**config.mk**
```make
export PLATFORM = sky130hd
export DESIGN_NAME = fasta_sequence_deframer
export DESIGN_NICKNAME = d
export VERILOG_FILES = /design/src/rtl/fsd_pkg.sv /design/src/rtl/fasta_sequence_deframer.sv /design/src/rtl/fsd_front.sv /design/src/rtl/fsd_queue.sv /design/src/rtl/fsd_back.sv
export SDC_FILE = /design/constraint.sdc
export NUM_CORES = 1
export LEC_CHECK = 0
export ABC_CLOCK_PERIOD_IN_PS = 3200
export BUFFER_PORTS_ARGS = -buffer_cell sky130_fd_sc_hd__buf_2
export CORE_ASPECT_RATIO = 0.6
export CORE_MARGIN = 8
export CORE_UTILIZATION = 59
export DETAILED_ROUTE_END_ITERATION = 7
export GPL_TIMING_DRIVEN = 0
export MAX_ROUTING_LAYER = met4
export PLACE_DENSITY = 0.79
export SYNTH_ARGS = -nofsm -noshare
export SYNTH_HDL_FRONTEND = slang
export SYNTH_SLANG_ARGS = --single-unit
```
**constraint.sdc**
```tcl
create_clock -name clk -period 3.2 [get_ports clk]
set_input_delay 0.32 -clock clk [delete_from_list [all_inputs] [get_ports clk]]
set_output_delay 0.32 -clock clk [all_outputs]
set_load 0.005 [all_outputs]
```
**src/rtl/fsd_pkg.sv**
```systemverilog
// -----------------------------------------------------------------------------
// fsd_pkg
// Shared types and constants of the FASTA sequence deframer.
// -----------------------------------------------------------------------------
package fsd_pkg;

	localparam int RECORD_INDEX_BITS = 24;
	localparam int INDEX_OUT_BITS    = 24;

	localparam int QUEUE_DEPTH    = 4;
	localparam int QUEUE_PTR_BITS = $clog2(QUEUE_DEPTH);
	localparam int QUEUE_CNT_BITS = $clog2(QUEUE_DEPTH + 1);

	typedef enum logic [1:0] {
		KIND_RESIDUE = 2'd0,
		KIND_END     = 2'd1,
		KIND_ERROR   = 2'd2
	} kind_t;

	typedef enum logic [2:0] {
		CLS_LF,
		CLS_WS,
		CLS_GT,
		CLS_KEEP,
		CLS_DROP,
		CLS_EOI
	} byte_class_t;

	typedef struct packed {
		byte_class_t cls;
		logic [7:0]  upper;
	} fsd_item_t;

endpackage

```
**src/rtl/fasta_sequence_deframer.sv**
```systemverilog
// -----------------------------------------------------------------------------
// fasta_sequence_deframer: FASTA text in; residues, record ends and errors out.
// Throughput: one item per cycle while results are popped; full stalls the input.
// An accepted item passes the middle queue; its result is registered in the back end.
// Reset (arst_n low, async): queue and output empty, line start, no record open, index 0.
// -----------------------------------------------------------------------------
module fasta_sequence_deframer import fsd_pkg::*; (
	input  logic                      clk,
	input  logic                      arst_n,
	// input side: queue-style push/full
	input  logic                      push,
	output logic                      full,
	input  logic                      action,
	input  logic [7:0]                text_byte,
	// result side: queue-style empty/pop
	output logic                      empty,
	input  logic                      pop,
	output logic [1:0]                kind,
	output logic [7:0]                residue,
	output logic [INDEX_OUT_BITS-1:0] record_index
);

	// Front end: takes an item whenever the middle queue has room and reduces
	// the byte to a class plus its uppercased value. No state lives here.
	logic      wr_en;
	fsd_item_t wr_item;

	// Middle queue: lets the front keep accepting while the back end waits on
	// a result that has not been popped yet.
	logic      q_not_empty;
	logic      q_take;
	fsd_item_t q_item;

	fsd_front u_front (
		.push       (push),
		.action     (action),
		.text_byte  (text_byte),
		.queue_full (full),
		.wr_en      (wr_en),
		.wr_item    (wr_item)
	);

	fsd_queue u_queue (
		.clk       (clk),
		.arst_n    (arst_n),
		.wr_en     (wr_en),
		.wr_item   (wr_item),
		.full      (full),
		.rd_en     (q_take),
		.rd_item   (q_item),
		.not_empty (q_not_empty)
	);

	// Back end: line mode, open flag and record counter. It drains one item a
	// cycle as long as its output register is free or being popped, so an
	// item that gives no result never blocks the stream.
	fsd_back u_back (
		.clk          (clk),
		.arst_n       (arst_n),
		.in_valid     (q_not_empty),
		.in_item      (q_item),
		.in_take      (q_take),
		.pop          (pop),
		.empty        (empty),
		.kind         (kind),
		.residue      (residue),
		.record_index (record_index)
	);

endmodule

```
**src/rtl/fsd_front.sv**
```systemverilog
// -----------------------------------------------------------------------------
// fsd_front
// Accepts input items and classifies each byte for the back end.
// -----------------------------------------------------------------------------
module fsd_front import fsd_pkg::*; (
	input  logic       push,
	input  logic       action,
	input  logic [7:0] text_byte,
	input  logic       queue_full,
	output logic       wr_en,
	output fsd_item_t  wr_item
);

	localparam logic [7:0] CH_TAB = 8'h09;
	localparam logic [7:0] CH_LF  = 8'h0A;
	localparam logic [7:0] CH_CR  = 8'h0D;
	localparam logic [7:0] CH_SP  = 8'h20;
	localparam logic [7:0] CH_GT  = 8'h3E;
	localparam logic [7:0] CH_DOT = 8'h2E;
	localparam logic [7:0] CH_QM  = 8'h3F;
	localparam logic [7:0] CH_AST = 8'h2A;
	localparam logic [7:0] CH_UA  = 8'h41;
	localparam logic [7:0] CH_UZ  = 8'h5A;
	localparam logic [7:0] CH_LA  = 8'h61;
	localparam logic [7:0] CH_LZ  = 8'h7A;
	localparam logic [7:0] CASE_OFS = 8'h20;

	logic [7:0] upper;
	logic       is_ws;
	logic       is_kept;

	assign wr_en = push && !queue_full;

	always_comb begin
		upper = text_byte;
		if (text_byte >= CH_LA && text_byte <= CH_LZ) begin
			upper = text_byte - CASE_OFS;
		end
	end

	assign is_ws   = (text_byte == CH_SP) || (text_byte >= CH_TAB && text_byte <= CH_CR);
	assign is_kept = (upper == CH_DOT) || (upper == CH_QM) || (upper == CH_AST) ||
		(upper >= CH_UA && upper <= CH_UZ);

	always_comb begin
		wr_item.upper = upper;
		if (action) begin
			wr_item.cls = CLS_EOI;
		end else if (text_byte == CH_LF) begin
			wr_item.cls = CLS_LF;
		end else if (is_ws) begin
			wr_item.cls = CLS_WS;
		end else if (text_byte == CH_GT) begin
			wr_item.cls = CLS_GT;
		end else if (is_kept) begin
			wr_item.cls = CLS_KEEP;
		end else begin
			wr_item.cls = CLS_DROP;
		end
	end

endmodule

```
**src/rtl/fsd_queue.sv**
```systemverilog
// -----------------------------------------------------------------------------
// fsd_queue
// Short register queue between the front and the back end.
// -----------------------------------------------------------------------------
module fsd_queue import fsd_pkg::*; (
	input  logic      clk,
	input  logic      arst_n,
	input  logic      wr_en,
	input  fsd_item_t wr_item,
	output logic      full,
	input  logic      rd_en,
	output fsd_item_t rd_item,
	output logic      not_empty
);

	fsd_item_t                 mem_q [QUEUE_DEPTH];
	logic [QUEUE_PTR_BITS-1:0] wr_ptr_q;
	logic [QUEUE_PTR_BITS-1:0] rd_ptr_q;
	logic [QUEUE_CNT_BITS-1:0] count_q;

	assign full      = (count_q == QUEUE_CNT_BITS'(QUEUE_DEPTH));
	assign not_empty = (count_q != '0);
	assign rd_item   = mem_q[rd_ptr_q];

	always_ff @(posedge clk) begin
		if (wr_en) begin
			mem_q[wr_ptr_q] <= wr_item;
		end
	end

	always_ff @(posedge clk or negedge arst_n) begin
		if (!arst_n) begin
			wr_ptr_q <= '0;
			rd_ptr_q <= '0;
			count_q  <= '0;
		end else begin
			if (wr_en) begin
				wr_ptr_q <= wr_ptr_q + 1'b1;
			end
			if (rd_en) begin
				rd_ptr_q <= rd_ptr_q + 1'b1;
			end
			if (wr_en && !rd_en) begin
				count_q <= count_q + 1'b1;
			end else if (rd_en && !wr_en) begin
				count_q <= count_q - 1'b1;
			end
		end
	end

endmodule

```
**src/rtl/fsd_back.sv**
```systemverilog
// -----------------------------------------------------------------------------
// fsd_back
// Line and record tracking; produces residues, record ends and errors.
// -----------------------------------------------------------------------------
module fsd_back import fsd_pkg::*; (
	input  logic                      clk,
	input  logic                      arst_n,
	input  logic                      in_valid,
	input  fsd_item_t                 in_item,
	output logic                      in_take,
	input  logic                      pop,
	output logic                      empty,
	output logic [1:0]                kind,
	output logic [7:0]                residue,
	output logic [INDEX_OUT_BITS-1:0] record_index
);

	typedef enum logic [1:0] {
		MODE_START,
		MODE_SEQ,
		MODE_HDR
	} mode_t;

	mode_t                        mode_q, mode_d;
	logic                         open_q, open_d;
	logic [RECORD_INDEX_BITS-1:0] count_q, count_d;
	logic                         out_valid_q;
	kind_t                        kind_q, kind_d;
	logic [7:0]                   residue_q, residue_d;
	logic [INDEX_OUT_BITS-1:0]    index_q;
	logic                         has_res;

	// output slot frees up when empty or being taken this cycle
	assign in_take = in_valid && (!out_valid_q || pop);

	always_comb begin
		logic seq_line;
		seq_line  = 1'b0;
		mode_d    = mode_q;
		open_d    = open_q;
		count_d   = count_q;
		has_res   = 1'b0;
		kind_d    = KIND_RESIDUE;
		residue_d = '0;
		if (in_take) begin
			if (in_item.cls == CLS_EOI) begin
				has_res = 1'b1;
				kind_d  = open_q ? KIND_END : KIND_ERROR;
				mode_d  = MODE_START;
				open_d  = 1'b0;
				count_d = '0;
			end else if (in_item.cls == CLS_LF) begin
				mode_d = MODE_START;
			end else begin
				unique case (mode_q)
					MODE_START: begin
						if (in_item.cls == CLS_GT) begin
							mode_d = MODE_HDR;
							if (open_q) begin
								has_res = 1'b1;
								kind_d  = KIND_END;
								open_d  = 1'b0;
								if (count_q != '1) begin
									count_d = count_q + 1'b1;
								end
							end
						end else if (in_item.cls != CLS_WS) begin
							mode_d   = MODE_SEQ;
							seq_line = 1'b1;
						end
					end
					MODE_SEQ: begin
						seq_line = 1'b1;
					end
					default: begin
						// header body: ignored up to the next LF
					end
				endcase
				if (seq_line && in_item.cls != CLS_WS) begin
					open_d = 1'b1;
					if (in_item.cls == CLS_KEEP) begin
						has_res   = 1'b1;
						residue_d = in_item.upper;
					end
				end
			end
		end
	end

	always_ff @(posedge clk or negedge arst_n) begin
		if (!arst_n) begin
			mode_q      <= MODE_START;
			open_q      <= 1'b0;
			count_q     <= '0;
			out_valid_q <= 1'b0;
			kind_q      <= KIND_RESIDUE;
			residue_q   <= '0;
			index_q     <= '0;
		end else begin
			mode_q  <= mode_d;
			open_q  <= open_d;
			count_q <= count_d;
			if (in_take) begin
				out_valid_q <= has_res;
				if (has_res) begin
					kind_q    <= kind_d;
					residue_q <= residue_d;
					index_q   <= INDEX_OUT_BITS'(count_q);
				end
			end else if (pop) begin
				out_valid_q <= 1'b0;
			end
		end
	end

	assign empty        = !out_valid_q;
	assign kind         = kind_q;
	assign residue      = residue_q;
	assign record_index = index_q;

endmodule

```
After elaboration in Yosys (flattened, before gate mapping). Memory sizes are Yosys's and may differ from the RTL's. Cells that the tools add are included.

Bits in latches: 0. Register bits after elaboration: 69. Bits in writable memories: 44. Memories kept: 1. Word-level logic and storage cells: 123. Memory bits (read-only): 0.

Memory list: u_queue.mem_q (depth 4, bits a word 11, read ports 1, clocked after Yosys merged registers in 0, wr ports 1, line fsd_queue.sv:16) `fsd_item_t mem_q [QUEUE_DEPTH];`.

Add/subtract/negate cells: 6. Order comparisons: 6. Shift operators: 0. Multiply operators: 0. Mux-type cells: 52. Reductions and logical operators: 34. Bitwise gates (word level): 0. Divide/modulo/power cells: 0. Eq/ne operators: 14.

Operators by type and width (count): $mux 24 (6); $eq 8x6->1 const B (5); $mux 8 (5); $add 24x1->24 const B (1); $ne 24x24->1 const B (1); $mux 1 (23); $mux 3 (7); $mux 2 (10); $ge 8x7->1 const B (2); $le 8x7->1 const B (2); $reduce_bool 2->1 (6); $reduce_bool 3->1 (4); $eq 8x4->1 const B (1); $ge 8x4->1 const B (1); $le 8x4->1 const B (1); $logic_and 1x1->1 (8); $sub 8x6->8 const B (1); $eq 3x2->1 const B (2); $eq 3x3->1 const B (2); $reduce_and 6->1 (1); $logic_or 1x1->1 (5); $add 2x1->2 const B (2); $logic_not 1->1 (4); $reduce_and 4->1 (1); 11 further kinds (11).

Longest topological paths before layout. An unclocked memory read counts as a cell.

Word-level depth: 14. Gate-level depth with buffers: 10. Mapped depth without buffers: 9.

Hierarchy. A second synthesis with hierarchy kept.

Cell total of the unflattened synthesis: 437. Area, all modules: 5406.4 µm².

Modules (own cells, without submodules): fsd_back (area each 3106.7 µm², cells each 299, sequential area each 1551.5 µm², instances 1); fsd_queue (area each 1988.2 µm², cells each 91, sequential area each 1496.4 µm², instances 1); fsd_front (area each 311.5 µm², cells each 47, sequential area each 0.0 µm², instances 1).

Worst setup path before layout. OpenSTA, ideal clock, no wires.

Path kind: reg-to-reg. Start: register u_queue.rd_ptr_q[0]. End: register u_back.index_q[17], in the netlist u_back.record_index[17]. Cell stages (with the launch flop): 9. Data arrival time: 2263 ps. Data required time: 3072 ps. Setup slack: 809 ps. Library setup time: 128 ps. Path buffers: 3. Cells stage by stage: dfrtp_1 > mux4_2 > and2_1 > buf_2 > nand2_1 > a31o_1 > buf_2 > buf_2 > mux2_1.

Cells in the longest elaborated chain, start to end: 14. Elaborated cells between the ends (all ways): 21. Classes of those cells: eq/ne (4); mux (13); reduce/logical (3); memory (1).

RTL lines: from (decl) (line fsd_queue.sv:18) `logic [QUEUE_PTR_BITS-1:0] rd_ptr_q;`; from (signal assigned) (line fsd_queue.sv:41) `rd_ptr_q <= rd_ptr_q + 1'b1;`; $mem_v2 4x11 *; $ne 3x1->1 (line fsd_back.sv:67, fsd_back.sv:79); $mux 1 (line fsd_back.sv:67) `end else if (in_item.cls != CLS_WS) begin`; $mux 1 (line fsd_back.sv:57) `if (in_item.cls == CLS_GT) begin`; $pmux 1 s2 (line fsd_back.sv:55) `unique case (mode_q)`; $mux 1 (line fsd_back.sv:52) `end else if (in_item.cls == CLS_LF) begin`; $mux 1 (line fsd_back.sv:46) `if (in_item.cls == CLS_EOI) begin`; $mux 1 (line fsd_back.sv:45) `if (in_take) begin`; $logic_and 1x1->1 (line fsd_back.sv:79) `if (seq_line && in_item.cls != CLS_WS) begin`; $mux 1 (line fsd_back.sv:79); $mux 1 (line fsd_back.sv:52); $mux 1 * (line fsd_back.sv:46); $mux 1 * (line fsd_back.sv:45); $reduce_and 2->1 (no source line) *; to (signal assigned) (line fsd_back.sv:108) `index_q <= INDEX_OUT_BITS'(count_q);`; to (decl) (line fsd_back.sv:30) `logic [INDEX_OUT_BITS-1:0] index_q;`.

Every way passes the cells marked *; elsewhere a longest branch is shown, timed or not. The select of a mux whose other input is x is not followed. A chain may end at the register's enable or synchronous reset.

Worst setup path in the final report.
Start: register u_queue.rd_ptr_q[0]. End: register u_back.index_q[20], in the netlist u_back.record_index[20].

The elaborated chain is that of the path after synthesis.

==> impl_metrics.toml <==
[status]
outcome = "completed"

[setup_path]
crit_fanout = 10
setup.worst_path.end_class = "flop"
cp-startpoint = "u_queue.rd_ptr_q[0]"
worst-path-buf-inv = 3
crit_top_cell = "sky130_fd_sc_hd__buf_2"
timing.critical_path.from_type = "flop"
timing.setup.critical_path_class = "reg2reg"
worstSetupPathDepth = 8
setup_slack_reg_to_reg_ps = 350
critical_path.slowest_cell = "sky130_fd_sc_hd__mux4_2"
cp_data_arrival_time_ps = 3140
crit_path_end = "u_back.record_index[20]"
crit_path_cell_trace = "mux4_2 > and2_1 > buf_2 > nand2_1 > a31o_1 > buf_2 > buf_2 > mux2_1"
worst_r2r_endpoint = "u_back.record_index[20]"
reg2reg_from = "u_queue.rd_ptr_q[0]"
worstRegToRegCells = 8
critPathRequiredTime_ps = 3490
critPathTopFamily = "multiplexers"
crit_path_max_incr_delay_ps = 640

[timing]
fmaxAchievable_mhz = 351
final-setup-viol-count = 0
grt_setup_unrepaired = "false"
skew_ps = 15.0
period_minus_slack_ps = 2850
timing.setup.tns_ps = 0
hold_violations = 0
timing_max_transition_violations_final = 0
post-route-period-util_pct = 89.1
worst_slew_margin_rel_pct = 39.8
timing_worst_slew_pin_value_ps = 903

[logic_synthesis]
postSynthNetCount = 436
ys_ff_latch = 113
dominant_synthesized_flop_cell = "sky130_fd_sc_hd__dfrtp_1"
syn_avg_cell_area_um2 = 12.4
syn_inst = 413
seq_area_frac_synth_pct = 59.3
synth_edf_count = 44
async_reset_ff_share_pct = 61.1
yosys_warnings = 0
synth.distinct_cells = 52
syn_area_mm2 = 0.00514

[clock_network]
cts.hold.buffers_added = 0
quantity_of_gates_resized_following_cts = 0
clk_transition_reported_paths_ps = 50
post-cts-setup-buffers = 0
clockRootBuffer = "sky130_fd_sc_hd__clkbuf_16"
worstSkewPairLatency_ps = 420
cts_max_path_bufs = 2
number_of_clock_sinks = 113
cts_tree = "done"
ctsHtreeMaxLevel = 4
cts_buf_count = 17

[cells_and_area]
area_of_the_multi_input_gates_mm2 = 0.00197
layout.cells.most_common = "sky130_fd_sc_hd__dfrtp_1"
n_antenna_cell = 0
most_frequent_cells_in_the_layout = "69 x sky130_fd_sc_hd__dfrtp_1, 54 x sky130_fd_sc_hd__buf_2, 44 x sky130_fd_sc_hd__edfxtp_1"
fillCellCount = 573
ff_latch_area_mm2 = 0.00305
core_occupancy_in_the_finished_layout_pct = 71.0
final_net_count = 503
synthToLayoutAreaGrowth_pct = 17.2
drive_gt1_share_pct = 20.9

[min_path]
holdCritPathClass = "in2async"

[global_routing]
first_global_vias = 3740
globalRouteOverflowTotal = 0
maximum_number_of_pins_on_one_net_before_global_route_repair = 70
global_route.usage.total_pct = 22.5
grt_antenna_before_repair = 0
grt_first_pass_wirelength_um = 19800

[placed_design]
routability_congestion = 0.829
io_buf_count = 48
dp_hpwl_um = 8220

[route]
dr_total_vias = 3824
route.detailed.wl_per_inst_um = 20.6
first_iter_violations = 374
ant_nets = 0
route.final.wire_length_um = 12400
vias_per_cell = 6.32
detailedRoute.firstPassIterationCount = 5
remaining_drc_errors = 0

[floorplan]
row_count = 26
dieArea_mm2 = 0.0121
design.core.area_mm2 = 0.00849
io_pins = 49
initial_utilization_pct = 60.6
dieWidth_um = 137
die_height_um = 88.3

[power_and_ir_drop]
power.static_leakage_nw = 2.61
p_per_area_mw_per_mm2 = 870
worst_ir_drop_vdd_uv = 524

[run]
maxCapViolations = 0
==> metal layers <==
layer | vias up | wire length (um) | GRT usage (%)
li1 | 1673 | - | -
met1 | 1909 | 5390 | 30.1
met2 | 211 | 5660 | 32.2
met3 | 31 | 1160 | 5.33
met4 | 0 | 224 | 10.2
met5 | - | 0 | -
==> how the worst min path moves through the flow <==
stage,startpoint,end,depth (start not counted)
floorplan,arst_n,u_back.count_q[0],0
global placement,u_back.residue[4],u_back.residue[4],2
detailed placement,u_back.residue[6],u_back.residue[6],2
CTS,arst_n,u_back.residue[6],1
global route,arst_n,u_back.out_valid_q,1
finish,arst_n,u_back.out_valid_q,1
==> where the power goes <==
part	leakage (nW)	total, mW	switching, mW	internal [mW]
combinational	1.02	1.69	1.08	0.609
clock	0.253	1.59	0.602	0.988
sequential	1.34	1.96	0.168	1.80
total	2.61	5.24	1.85	3.39
==> worst reg2reg max path: cells and delay by family, from the launching register on <==
family,cells,cell delay [ps]
AOI/OAI and AO/OA,1,140
buffers and inverters,3,810
DFF,1,470
muxes,2,1000
and+or+nand+nor,2,310
==> cell usage after synthesis, types with 10 or more instances <==
library cell / count / share of area [%]
sky130_fd_sc_hd__edfxtp_1: 44 / 26
sky130_fd_sc_hd__mux2_1: 23 / 5.0
sky130_fd_sc_hd__nand3_1: 25 / 2.4
sky130_fd_sc_hd__o21ai_0: 10 / 0.97
sky130_fd_sc_hd__inv_1: 11 / 0.80
sky130_fd_sc_hd__dfrtp_1: 69 / 34
sky130_fd_sc_hd__or3_1: 12 / 1.5
sky130_fd_sc_hd__o21ai_1: 23 / 2.2
sky130_fd_sc_hd__a21oi_1: 18 / 1.8
sky130_fd_sc_hd__nor2_1: 15 / 1.1
sky130_fd_sc_hd__nand2_1: 42 / 3.1
sky130_fd_sc_hd__mux4_2: 11 / 4.8
==> stage by stage <==
| stage | power (mW) | setup WS (ps) | area [um2] | std cells | hold slack, ps |
|---|---|---|---|---|---|
| after floorplan | 3.05 | 809 | 5140 | 413 | 24.4 |
| after detailed placement | 3.60 | 448 | 5520 | 573 | 470 |
| final | 5.24 | 350 | 6020 | 605 | 31.3 |
| after CTS | 5.24 | 369 | 6020 | 605 | 53.2 |
| after global routing | 5.48 | 212 | 6020 | 605 | 109 |
| after global placement | 3.50 | 489 | 5520 | 573 | 463 |
==> layout make-up <==
type / count / share of cell area [%]
Buffer: 15 / 1.33
Clock buffer: 23 / 7.60
Clock inverter: 9 / 0.706
Inverter: 12 / 0.748
Multi-Input combinational cell: 273 / 32.7
Sequential cell: 113 / 50.6
Tap cell: 112 / 2.33
Timing Repair Buffer: 48 / 4.03
==> kinds of logic (layout without fill, tap and decap cells) <==
group / after synthesis / in the layout / synth area share (%)
and+or+nand+nor: 142 / 142 / 14.5
DFF: 113 / 113 / 59.3
AOI/OAI and AO/OA: 75 / 75 / 9.18
muxes: 37 / 37 / 10.5
buffers and inverters: 27 / 107 / 2.43
adders and majority gates: 10 / 10 / 2.58
xor gates and xnor gates: 9 / 9 / 1.53
==> sequential cells by signal (all words and copies together), names as in the netlist, 2 cells and up <==
name	cells
u_back.record_index	24
u_back.mode_q	2
u_queue.mem_q	44
u_queue.count_q	3
u_queue.wr_ptr_q	2
u_queue.rd_ptr_q	2
u_back.residue	8
u_back.kind	2
u_back.count_q	24
Note: power is estimated with default switching activity, not from simulation.
